**config.mk**
```make
export PLATFORM = sky130hd
export DESIGN_NAME = srd_ctrl
export DESIGN_NICKNAME = d
export VERILOG_FILES = /design/src/design/srd_pkg.sv /design/src/design/srd_ctrl.sv
export SDC_FILE = /design/constraint.sdc
export NUM_CORES = 1
export LEC_CHECK = 0
export ABC_AREA = 1
export BUFFER_PORTS_ARGS = -buffer_cell sky130_fd_sc_hd__buf_2
export CAP_MARGIN = 20
export CORE_MARGIN = 8
export CORE_UTILIZATION = 62
export CTS_BUF_LIST = sky130_fd_sc_hd__clkbuf_2
export DETAILED_ROUTE_END_ITERATION = 16
export PLACE_DENSITY = 0.83
export SLEW_MARGIN = 30
export SYNTH_ARGS = -nofsm -noshare
export SYNTH_HDL_FRONTEND = slang
export SYNTH_SLANG_ARGS = --single-unit
```
**constraint.sdc**
```tcl
create_clock -name clk -period 6.55 [get_ports clk]
set_input_delay 0.3275 -clock clk [delete_from_list [all_inputs] [get_ports clk]]
set_output_delay 0.3275 -clock clk [all_outputs]
set_load 0.01 [all_outputs]
```
**src/design/srd_pkg.sv**
```systemverilog
package srd_pkg;

  // Default sizes of the block; the top level hands them down as parameters.
  localparam int BUFFER_DEPTH_DEF = 262144;
  localparam int MAX_WINDOW_DEF   = 65536;
  localparam int SAMPLE_BITS_DEF  = 24;

  // Configuration register widths and port shape.
  localparam int WLEN_W     = 17;
  localparam int GAIN_W     = 16;
  localparam int CFG_W      = 17;
  localparam int CFG_ADDR_W = 2;

  // Unity gain in unsigned Q1.15.
  localparam logic [GAIN_W-1:0] GAIN_ONE = 16'd32768;

  // Register reset values.
  localparam logic [WLEN_W-1:0] WINDOW_LEN_RST = 17'd65536;
  localparam logic [GAIN_W-1:0] GAIN_RST       = 16'd16384;

  // Register indexes on the configuration port.
  typedef enum logic [CFG_ADDR_W-1:0] {
    REG_WINDOW_LEN    = 2'd0,
    REG_FEEDBACK_GAIN = 2'd1,
    REG_WET_GAIN      = 2'd2
  } reg_idx_t;

  // Per-item control decided at acceptance and carried into the mixing stage.
  typedef struct packed {
    logic active;    // item reads a reversed sample
    logic self_hit;  // reversed read hits the entry this same item writes
  } ctrl_flags_t;

endpackage

```
**src/design/srd_ctrl.sv**
```systemverilog
module srd_ctrl #(
  parameter int BUFFER_DEPTH = srd_pkg::BUFFER_DEPTH_DEF,
  parameter int MAX_WINDOW   = srd_pkg::MAX_WINDOW_DEF,
  parameter int ADDR_W       = $clog2(srd_pkg::BUFFER_DEPTH_DEF),
  parameter int CNT_W        = $clog2(srd_pkg::MAX_WINDOW_DEF + 2)
) (
  input  logic                        clk,
  input  logic                        rst,
  input  logic                        accept,
  input  logic [srd_pkg::WLEN_W-1:0]  window_len,
  output logic [ADDR_W-1:0]           wr_addr,
  output logic [ADDR_W-1:0]           rd_addr,
  output srd_pkg::ctrl_flags_t        flags
);

  localparam int EXT_W = (CNT_W > srd_pkg::WLEN_W) ? CNT_W : srd_pkg::WLEN_W;
  localparam logic [ADDR_W-1:0] LAST_ADDR = ADDR_W'(BUFFER_DEPTH - 1);
  localparam logic [EXT_W-1:0]  MAX_EXT   = EXT_W'(MAX_WINDOW);

  logic [ADDR_W-1:0] write_pos;
  logic [ADDR_W-1:0] read_pos;
  logic [CNT_W-1:0]  window_count;
  logic [CNT_W-1:0]  reads_left;
  logic              window_active;

  logic [EXT_W-1:0]  len_ext;
  logic [CNT_W-1:0]  win;
  logic              start;
  logic              active_eff;
  logic [ADDR_W-1:0] rp_eff;
  logic [CNT_W-1:0]  reads_eff;
  logic [CNT_W-1:0]  reads_next;
  logic [CNT_W-1:0]  count_inc;

  always_comb begin
    len_ext = EXT_W'(window_len);
    if (len_ext == '0) begin
      len_ext = EXT_W'(1);
    end else if (len_ext > MAX_EXT) begin
      len_ext = MAX_EXT;
    end
    win = len_ext[CNT_W-1:0];

    // A new window opens at the current write position once the count
    // reaches the window length.
    start      = (window_count >= win);
    active_eff = start | window_active;
    rp_eff     = start ? write_pos : read_pos;
    reads_eff  = start ? win : reads_left;
    reads_next = (reads_eff == '0) ? '0 : reads_eff - CNT_W'(1);
    count_inc  = window_count + CNT_W'(1);
  end

  assign wr_addr        = write_pos;
  assign rd_addr        = rp_eff;
  assign flags.active   = active_eff;
  assign flags.self_hit = active_eff && (rp_eff == write_pos);

  always_ff @(posedge clk) begin
    if (rst) begin
      write_pos     <= '0;
      read_pos      <= '0;
      window_count  <= '0;
      reads_left    <= '0;
      window_active <= 1'b0;
    end else if (accept) begin
      write_pos    <= (write_pos == LAST_ADDR) ? '0 : write_pos + ADDR_W'(1);
      window_count <= (count_inc > win) ? '0 : count_inc;
      if (active_eff) begin
        read_pos      <= (rp_eff == '0) ? LAST_ADDR : rp_eff - ADDR_W'(1);
        reads_left    <= reads_next;
        window_active <= (reads_next != '0);
      end
    end
  end

endmodule

```
---- After elaboration in Yosys (flattened, before gate mapping) ----
Cells that the tools add are included.
word-level totals
  register bits after elaboration ......... 71
  bits in latches ......................... 0
  RAM bits ................................ 0
  ROM bits ................................ 0
  bits of input ports ..................... 20
  memories kept ........................... 0
cells by class
  $add $sub $neg .......................... 4
  multiply operators ...................... 0
  div/mod/pow operators ................... 0
  magnitude comparators ................... 3
  equal/unequal tests ..................... 2
  shift-type cells ........................ 0
  muxes and demuxes ....................... 8
  bitwise gates (word level) .............. 1
  reductions and logical operators ........ 6
operator list
  operator               count
  $mux 17                5
  $mux 18                3
  $logic_not 17->1       2
  $add 18x1->18 const B  1
  $eq 18x18->1           1
  $eq 18x18->1 const B   1
  $logic_not 18->1       1
  $sub 18x1->18 const B  1
  $add 17x1->17 const B  1
  $ge 17x17->1           1
  $gt 17x17->1           1
  $gt 17x17->1 const B   1
  $reduce_bool 17->1     1
  $sub 17x1->17 const B  1
  $reduce_and 2->1       1
  $logic_and 1x1->1      1
  $or 1x1->1             1

---- Logic depth before layout (Yosys ltp) ----
Gate-level depths: netlist of the first run.
  depth in word-level cells ............... 8
  depth in mapped cells ................... 31

---- Worst setup path after synthesis of the first run ----
OpenSTA, ideal clock, no wires.
  kind .................................... reg2reg
  start ................................... reg window_count[0]
  end ..................................... reg window_count[15]
  library setup time ...................... 0.071 ns
  arrival time ............................ 3.532 ns
  data required time ...................... 6.479 ns
  path slack .............................. 2.948 ns
  cell stages (with the launch flop) ...... 21
  buffers on the path ..................... 1
  cells stage by stage .................... dfxtp_1 -> ha_1 -> nand2_1 -> nor2_1 -> nand3_1 -> nor2_1 -> inv_1 -> nor3b_1 -> nand3_1 -> nor2_1 -> and3_1 -> nand2_1 -> xnor2_1 -> ha_1 -> a21oi_1 -> o21ai_0 -> or2_2 -> a21oi_1 -> clkbuf_1 -> nand2_1 -> a21oi_1
on the way
  longest elaborated chain between the ends .. 3
RTL lines
  item                    line            text
  start, declared         srd_ctrl.sv:22  logic [CNT_W-1:0] window_count;
  start signal, assigned  srd_ctrl.sv:68  window_count <= (count_inc > win) ? '0 : count_inc;
  $add 17x1->17 *         srd_ctrl.sv:51  count_inc = window_count + CNT_W'(1);
  $gt 17x17->1            srd_ctrl.sv:68
  $mux 17 *               srd_ctrl.sv:68
Mark *: on every way between the ends. The rest lies on a longest branch, timed or not.
A chain may end at the register's enable or synchronous reset.

==> results.txt, run 1 <==
----------------------------------------------------
[Worst hold path]
  Path type of the worst min-delay path ... primary input to flop
  Hold EP ... window_count[0]
  Cell depth of the worst hold path ... 2
  Hold wc startpoint ... accept

[Die]
  Placeable core region ... 9110 sq um
  # IOs ... 58
  Die extent in x ... 112 um
  Total Die Area ... 12600 sq um
  Die Height ... 112 um
  Floorplan row count ... 35
  Initial Utilization ... 63.3%

[Synthesis]
  Count of synthesis-stage warnings from yosys ... 0
  Share of synthesized area spent on multiplexers ... 0%
  Complex-gate fraction of the synthesized area ... 15.4%
  Number of flops mapped to enable cells by yosys ... 0
  Flops & latches, synth ... 71
  Top cells by area, synth ... dfxtp_1 (25%), nand2_1 (17%), ha_1 (8.5%)
  Synth Area in Adders ... 8.47%
  Top cell type's share of synthesized area ... 24.7%
  Number of library cell types mapped by synthesis ... 46
  Proportion of register bits with asynchronous set or reset after synthesis ... 0%
  Primary flip-flop cell chosen by synthesis mapping ... dfxtp_1
  Part of the Yosys area used for sequential elements ... 24.7%
  Number of instances in the synthesized netlist ... 924
  Largest family of logic cells by synthesized area ... simple AND/OR/NAND/NOR gates
  Cell type contributing the most total cell area after synthesis ... dfxtp_1
  XOR/XNOR share of the synthesized area ... 4.41%
  Post-synth design cell area ... 5760 sq um
  Basic-gate share of the synthesized area counting and, or, nand and nor cells ... 36.8%
  Post-synthesis area per instance ... 6.24 sq um
  Syn Nets ... 983

[CTS]
  Clock-pin slew of the registers on the worst-case setup and hold paths ... 190 ps
  Hold buffer count at CTS ... 0
  Clock buffer count from CTS ... 9
  H-tree depth reported by CTS ... 3
  Setup Fix Bufs, Post-CTS ... 0
  CTS max path bufs ... 2
  Clock network latency to the later pin of the worst-skew pair ... 490 ps
  Post-cts sizing count ... 0
  CTS tree ... done
  Root Driver ... clkbuf_2
  Total clock sinks ... 71

[Final layout]
  End-of-flow core utilization ... 67.6%
  Most common cell after layout, fill and taps aside ... nand2_1
  Diodes inserted ... 0
  Cell Count, Final, Fillers Out ... 1081
  Most frequent cells in the layout ... nand2_1 (256), inv_1 (105), nor2_1 (100), dfxtp_1 (71), a21oi_1 (68)
  Share of post-route cells with drive strength above 1 ... 12.1%
  Number of nets in the layout ... 1025
  Relative area change from synthesis to final layout ... 6.90%

[STA]
  Final hold violation count ... 0
  Final-report setup violation count ... 0
  Setup repair after global routing missed its margin ... no
  Clock period minus final worst setup slack ... 4870 ps
  Max-Slew Margin vs Limit ... 47.8%
  Timing-limited maximum frequency ... 205 MHz
  Worst-margin pin slew ... 778 ps
  Setup TNS ... 0 ps
  Final cycle utilization of the critical path ... 74.3%
  Final-report max-slew violation count ... 0
  Post-Route Skew ... 32.7 ps

[Place]
  Count of buffers from port buffering ... 57
  Placed Cells incl. Taps ... 1066
  Final weighted congestion in routability-driven placement ... 1.01
  Half-perimeter wire length of the detailed placement result ... 12500 um

[Setup path]
  Required time at the endpoint of the critical path ... 6220 ps
  R2R setup slack ... 2400 ps
  Kind of start point of the critical path ... primary input
  Worst flop-to-flop path startpoint ... window_count[0]
  CP Capture Type ... primary output
  Largest driver fanout on the critical path ... 63
  Register-to-Register Path Depth ... 14
  R2r endpoint ... read_pos[4]
  Arrival time reported for the critical path endpoint ... 4540 ps
  Kind of critical path ... primary input to primary output

[Global routing]
  Global-route usage over all layers ... 25.5%
  First-pass GRT wire length ... 26800 um
  Antenna violations before repair ... 0
  Aggregate global routing overflow ... 0
  Number of global-route vias before repair ... 5627
  Maximum number of pins on one net before global-route repair ... 64

[Routing]
  Post-route antenna net violation count ... 0
  Via Count ... 6114
  Number of design-rule violations left by the first detailed-router iteration ... 638
  Drt drc ... 0
  Number of optimization iterations in the first detailed-route pass ... 5
  Wire per inst ... 14.9 um
  Post-detailed-routing wire length ... 16100 um
  Via-to-Cell Ratio ... 5.66

[Pwr]
  Largest voltage drop on the vdd net ... 97.8 uV
  Total power density per cell area ... 146 nW/um^2
  Power consumption ... 0.902 mW
  Pleak ... 3.22 nW

[Job]
  Number of max-cap violations ... 0

[Status]
  Outcome ... finished clean

----------------------------------------------------
-- synthesized netlist by cell type, types with 3 or more instances --
cell / n
xnor2_1: 6
o21ai_0: 43
nor2_2: 8
xor2_1: 23
buf_2: 8
nand4_1: 10
inv_1: 105
nor2_4: 4
nor3b_1: 5
nand2_1: 256
inv_2: 9
clkbuf_1: 13
nand3_1: 60
a221oi_1: 3
nor2_1: 100
ha_1: 39
nor3_1: 17
nor4_1: 3
buf_6: 4
dfxtp_1: 71
nand3b_1: 9
a21oi_1: 68
or2_2: 4
o22ai_1: 11
o21ai_1: 9
o21ai_2: 9
-- metrics by stage --
step | hold slack (ps) | worst slack [ps] | area, sq um
after floorplan | 422 | 2950 | 5760
after global placement | 463 | 1440 | 6050
after detailed placement | 465 | 1360 | 6050
after CTS | 116 | 1750 | 6160
after global routing | 116 | 1200 | 6160
final | 158 | 1680 | 6160
-- power by group --
part           switching (mW)  internal [mW]
combinational           0.141         0.0719
sequential            0.00523          0.438
clock                   0.161         0.0857
-- flip-flops by register name, summed over array words and instances, names as in the netlist --
register and cells:
wr_addr 18, window_count 17, window_active 1, read_pos 18, reads_left 17
-- cells by family after synthesis --
kind of cell / count (synthesis)
AND/OR/NAND/NOR: 484
AO/OA/AOI/OAI: 156
adder cells (fa/ha/maj): 39
flip-flops: 71
buffers and inverters: 145
XOR/XNOR: 29
-- area by class of cell --
cell class	instances	area, sq um
Clock buffer	9	45.0
Clock inverter	6	62.6
Fill cell	888	2950
Inverter	116	435
Multi-Input combinational cell	708	3750
Sequential cell	71	1420
Tap cell	111	139
Timing Repair Buffer	60	308
-- layer usage --
metal	vias up	share of wire (%)	global-route usage (%)
met5	-	0	0
met3	38	8.5	4.72
met4	0	3.0	9.89
met2	291	44	40.5
met1	2689	44	33.4
li1	3096	-	-
-- worst max-delay path by stage --
stage                   startpoint     endpoint  depth (start not counted)
floorplan           window_len[11]     flags[0]                         23
global placement     window_len[8]  read_pos[4]                         24
detailed placement  window_len[11]  read_pos[4]                         24
CTS                 window_len[11]     flags[0]                         23
global route        window_len[15]     flags[0]                         22
finish              window_len[11]     flags[0]                         23
-- worst max-delay path, cell delays in order --
cell       delay [ps]
buf_2             110
nor2_1             90
nand3_1            60
nor2_1            190
nand2_1           100
nand2_1           370
inv_1              70
nor2_1            140
inv_1             110
ha_1              270
nand2_1           120
a21oi_1            60
nor2_1            110
nand2_1           110
nor2_4            420
nand2_4           500
o21ai_1           560
inv_1             170
o2111ai_1         270
nor4_1             80
nand3_1            90
nor2_1             40
buf_2             130
(Power assumes the default switching activity.)
==> inputs of run 2 (changes only) <==
- CORE_UTILIZATION: 62 -> 56
- PLACE_DENSITY: 0.83 -> 0.79
- clock period: 6.55 -> 4.4 ns (I/O delays scaled with it)
==> run 2 against run 1 <==
Net effect:
- count of clock-buffer cells in the layout did not move
- cell area rose by 2.5%
- cell count rose by 3.5%
- clock power rose by 61%
- power rose by 53%
- clock skew fell by 7.3 ps
- register-to-register slack got worse by 1900 ps
- first-iteration DRC count did not move
- worst setup slack got worse by 1200 ps
==> results.txt, run 2 (synthesized netlist as in run 1, its figures left out) <==
----------------------------------------------------
[Status]
  Outcome ... finished clean (unchanged)

[Pwr]
  Total power density per cell area ... 218 nW/um^2 (was 146 nW/um^2)
  Largest voltage drop on the vdd net ... 194 uV (was 97.8 uV)
  Pleak ... 3.27 nW (was 3.22 nW)

[STA]
  Post-Route Skew ... 25.4 ps (was 32.7 ps)
  Final cycle utilization of the critical path ... 89.2%
  Worst-margin pin slew ... 712 ps (was 778 ps)
  Hold WS ... 205 ps (was 158 ps)
  Final-report setup violation count ... 0 (unchanged)
  Final-report max-slew violation count ... 0 (unchanged)
  Clock period minus final worst setup slack ... 3920 ps
  Final hold violation count ... 0 (unchanged)
  Max-Slew Margin vs Limit ... 52.2% (was 47.8%)
  Timing-limited maximum frequency ... 255 MHz

[Routing]
  Via-to-Cell Ratio ... 5.49 (was 5.66)
  Post-detailed-routing wire length ... 17100 um (was 16100 um)
  Met3 wirelength from detailed routing ... 1150 um (was 1380 um)
  Via Count ... 6146 (was 6114)
  Post-route antenna net violation count ... 0 (unchanged)
  Wire per inst ... 15.3 um (was 14.9 um)
  Number of design-rule violations left by the first detailed-router iteration ... 638 (unchanged)
  Highest Signal Layer ... met4 (unchanged)
  Drt drc ... 0 (unchanged)
  Number of optimization iterations in the first detailed-route pass ... 8 (was 5)
  Met1 routed wirelength after detailed routing ... 7940 um (was 7130 um)
  Met2 WL post-DR ... 7470 um (was 7110 um)

[Final layout]
  Most common cell after layout, fill and taps aside ... nand2_1 (unchanged)
  Most frequent cells in the layout ... nand2_1 (256), inv_1 (105), nor2_1 (100), dfxtp_1 (69), a21oi_1 (68) (was nand2_1 (256), inv_1 (105), nor2_1 (100), dfxtp_1 (71), a21oi_1 (68))
  Area of all placed cells without fillers ... 6310 sq um (was 6160 sq um)
  Diodes inserted ... 0 (unchanged)
  Number of nets in the layout ... 1037 (was 1025)
  Relative area change from synthesis to final layout ... 9.57% (was 6.90%)
  Share of post-route cells with drive strength above 1 ... 13.3% (was 12.1%)
  End-of-flow core utilization ... 62.3% (was 67.6%)

[CTS]
  CTS tree ... done (unchanged)
  Root Driver ... clkbuf_2 (unchanged)
  H-tree depth reported by CTS ... 3 (unchanged)
  CTS max path bufs ... 2 (unchanged)
  Clock-pin slew of the registers on the worst-case setup and hold paths ... 230 ps (was 190 ps)
  Clock buffer count from CTS ... 9 (unchanged)
  Total clock sinks ... 71 (unchanged)
  Setup Fix Bufs, Post-CTS ... 0 (unchanged)
  Clock network latency to the later pin of the worst-skew pair ... 550 ps (was 490 ps)

[Global routing]
  Maximum number of pins on one net before global-route repair ... 38 (was 64)
  Antenna violations before repair ... 0 (unchanged)
  First-pass GRT wire length ... 27700 um (was 26800 um)
  Global-route usage over all layers ... 24.1% (was 25.5%)
  Aggregate global routing overflow ... 0 (unchanged)
  Number of global-route vias before repair ... 5646 (was 5627)

[Setup path]
  Kind of start point of the critical path ... primary input (unchanged)
  Kind of critical path ... primary input to primary output (unchanged)
  Largest driver fanout on the critical path ... 25 (was 63)
  Worst flop-to-flop path startpoint ... window_count[1] (was window_count[0])
  Arrival time reported for the critical path endpoint ... 3700 ps (was 4540 ps)
  Beginning of the critical path ... window_len[11] (unchanged)
  CP Capture Type ... primary output (unchanged)
  Required time at the endpoint of the critical path ... 4180 ps (was 6220 ps)

[Worst hold path]
  Hold wc startpoint ... rst (was accept)
  Path type of the worst min-delay path ... primary input to flop (unchanged)

[Die]
  Placeable core region ... 10100 sq um (was 9110 sq um)
  Floorplan row count ... 37 (was 35)
  Initial Utilization ... 56.8% (was 63.3%)
  # IOs ... 58 (unchanged)
  Die extent in x ... 117 um (was 112 um)
  Total Die Area ... 13800 sq um (was 12600 sq um)
  Die Height ... 117 um (was 112 um)

[Place]
  Count of buffers from port buffering ... 57 (unchanged)
  Final weighted congestion in routability-driven placement ... 1.01 (about the same)
  DP Area ... 6180 sq um (was 6050 sq um)
  Half-perimeter wire length of the detailed placement result ... 13300 um (was 12500 um)

[Job]
  Number of max-cap violations ... 0 (unchanged)

----------------------------------------------------
[run 2: cell type report]
type	instances	area (sq um)
Clock buffer	9	45.0
Clock inverter	7	72.6
Fill cell	975	3820
Inverter	116	435
Multi-Input combinational cell	708	3750
Sequential cell	71	1420
Tap cell	136	170
Timing Repair Buffer	72	413
[run 2: per-stage QoR]
| step | power, mW | setup TNS, ps | worst slack (ps) | std cells |
|---|---|---|---|---|
| after floorplan | 0.907 | 0 | 798 | 924 |
| after global placement | 0.985 | 0 | 313 | 1102 |
| after detailed placement | 0.987 | 0 | 271 | 1102 |
| after CTS | 1.38 | 0 | 387 | 1119 |
| after global routing | 1.45 | -16.6 | -16.6 | 1119 |
| final | 1.38 | 0 | 476 | 1119 |
[run 2: final timing paths]
kind,slack [ps],cells after the start,end
worst max-delay path,480,25,flags[0]
worst min-delay path,200,3,window_count[12]
worst max register to register,500,20,window_count[0]
worst min register to register,500,2,read_pos[5]
[run 2: worst max-delay path: stages]
cell and delay (ps):
buf_2 100, nor2_1 90, nand3_1 70, nor2_1 120
nand2_1 80, nand2_1 340, nand2_1 260, ha_1 360
nand2_1 100, inv_2 40, nand2_1 50, nand2_1 50
nand2_1 60, nand2_1 80, nor2_4 120, nand2_4 180
buf_12 230, nand2_1 70, o21ai_1 140, inv_1 200
o22ai_1 130, nor4_1 270, nand3_1 110, nor2_1 90
buf_2 140
[run 2: metal layers]
metal	track usage, %	vias to the layer above
met3	4.51	50
met2	37.2	241
met5	0	-
met4	10.8	0
met1	32.0	2741
li1	-	3114
[run 2: power breakdown]
group / leakage (nW) / total (mW) / switching, mW / internal [mW]
Combinational: 2.63 / 0.322 / 0.211 / 0.111
Clock: 0.0699 / 0.395 / 0.262 / 0.132
Sequential: 0.573 / 0.661 / 0.00865 / 0.652
Total: 3.27 / 1.38 / 0.482 / 0.896
[run 2: timing repair]
item,CTS,global route
hold buffers,1,0
hold endpoints to repair,1,0
setup endpoints to repair,0,15
resized for setup,0,3
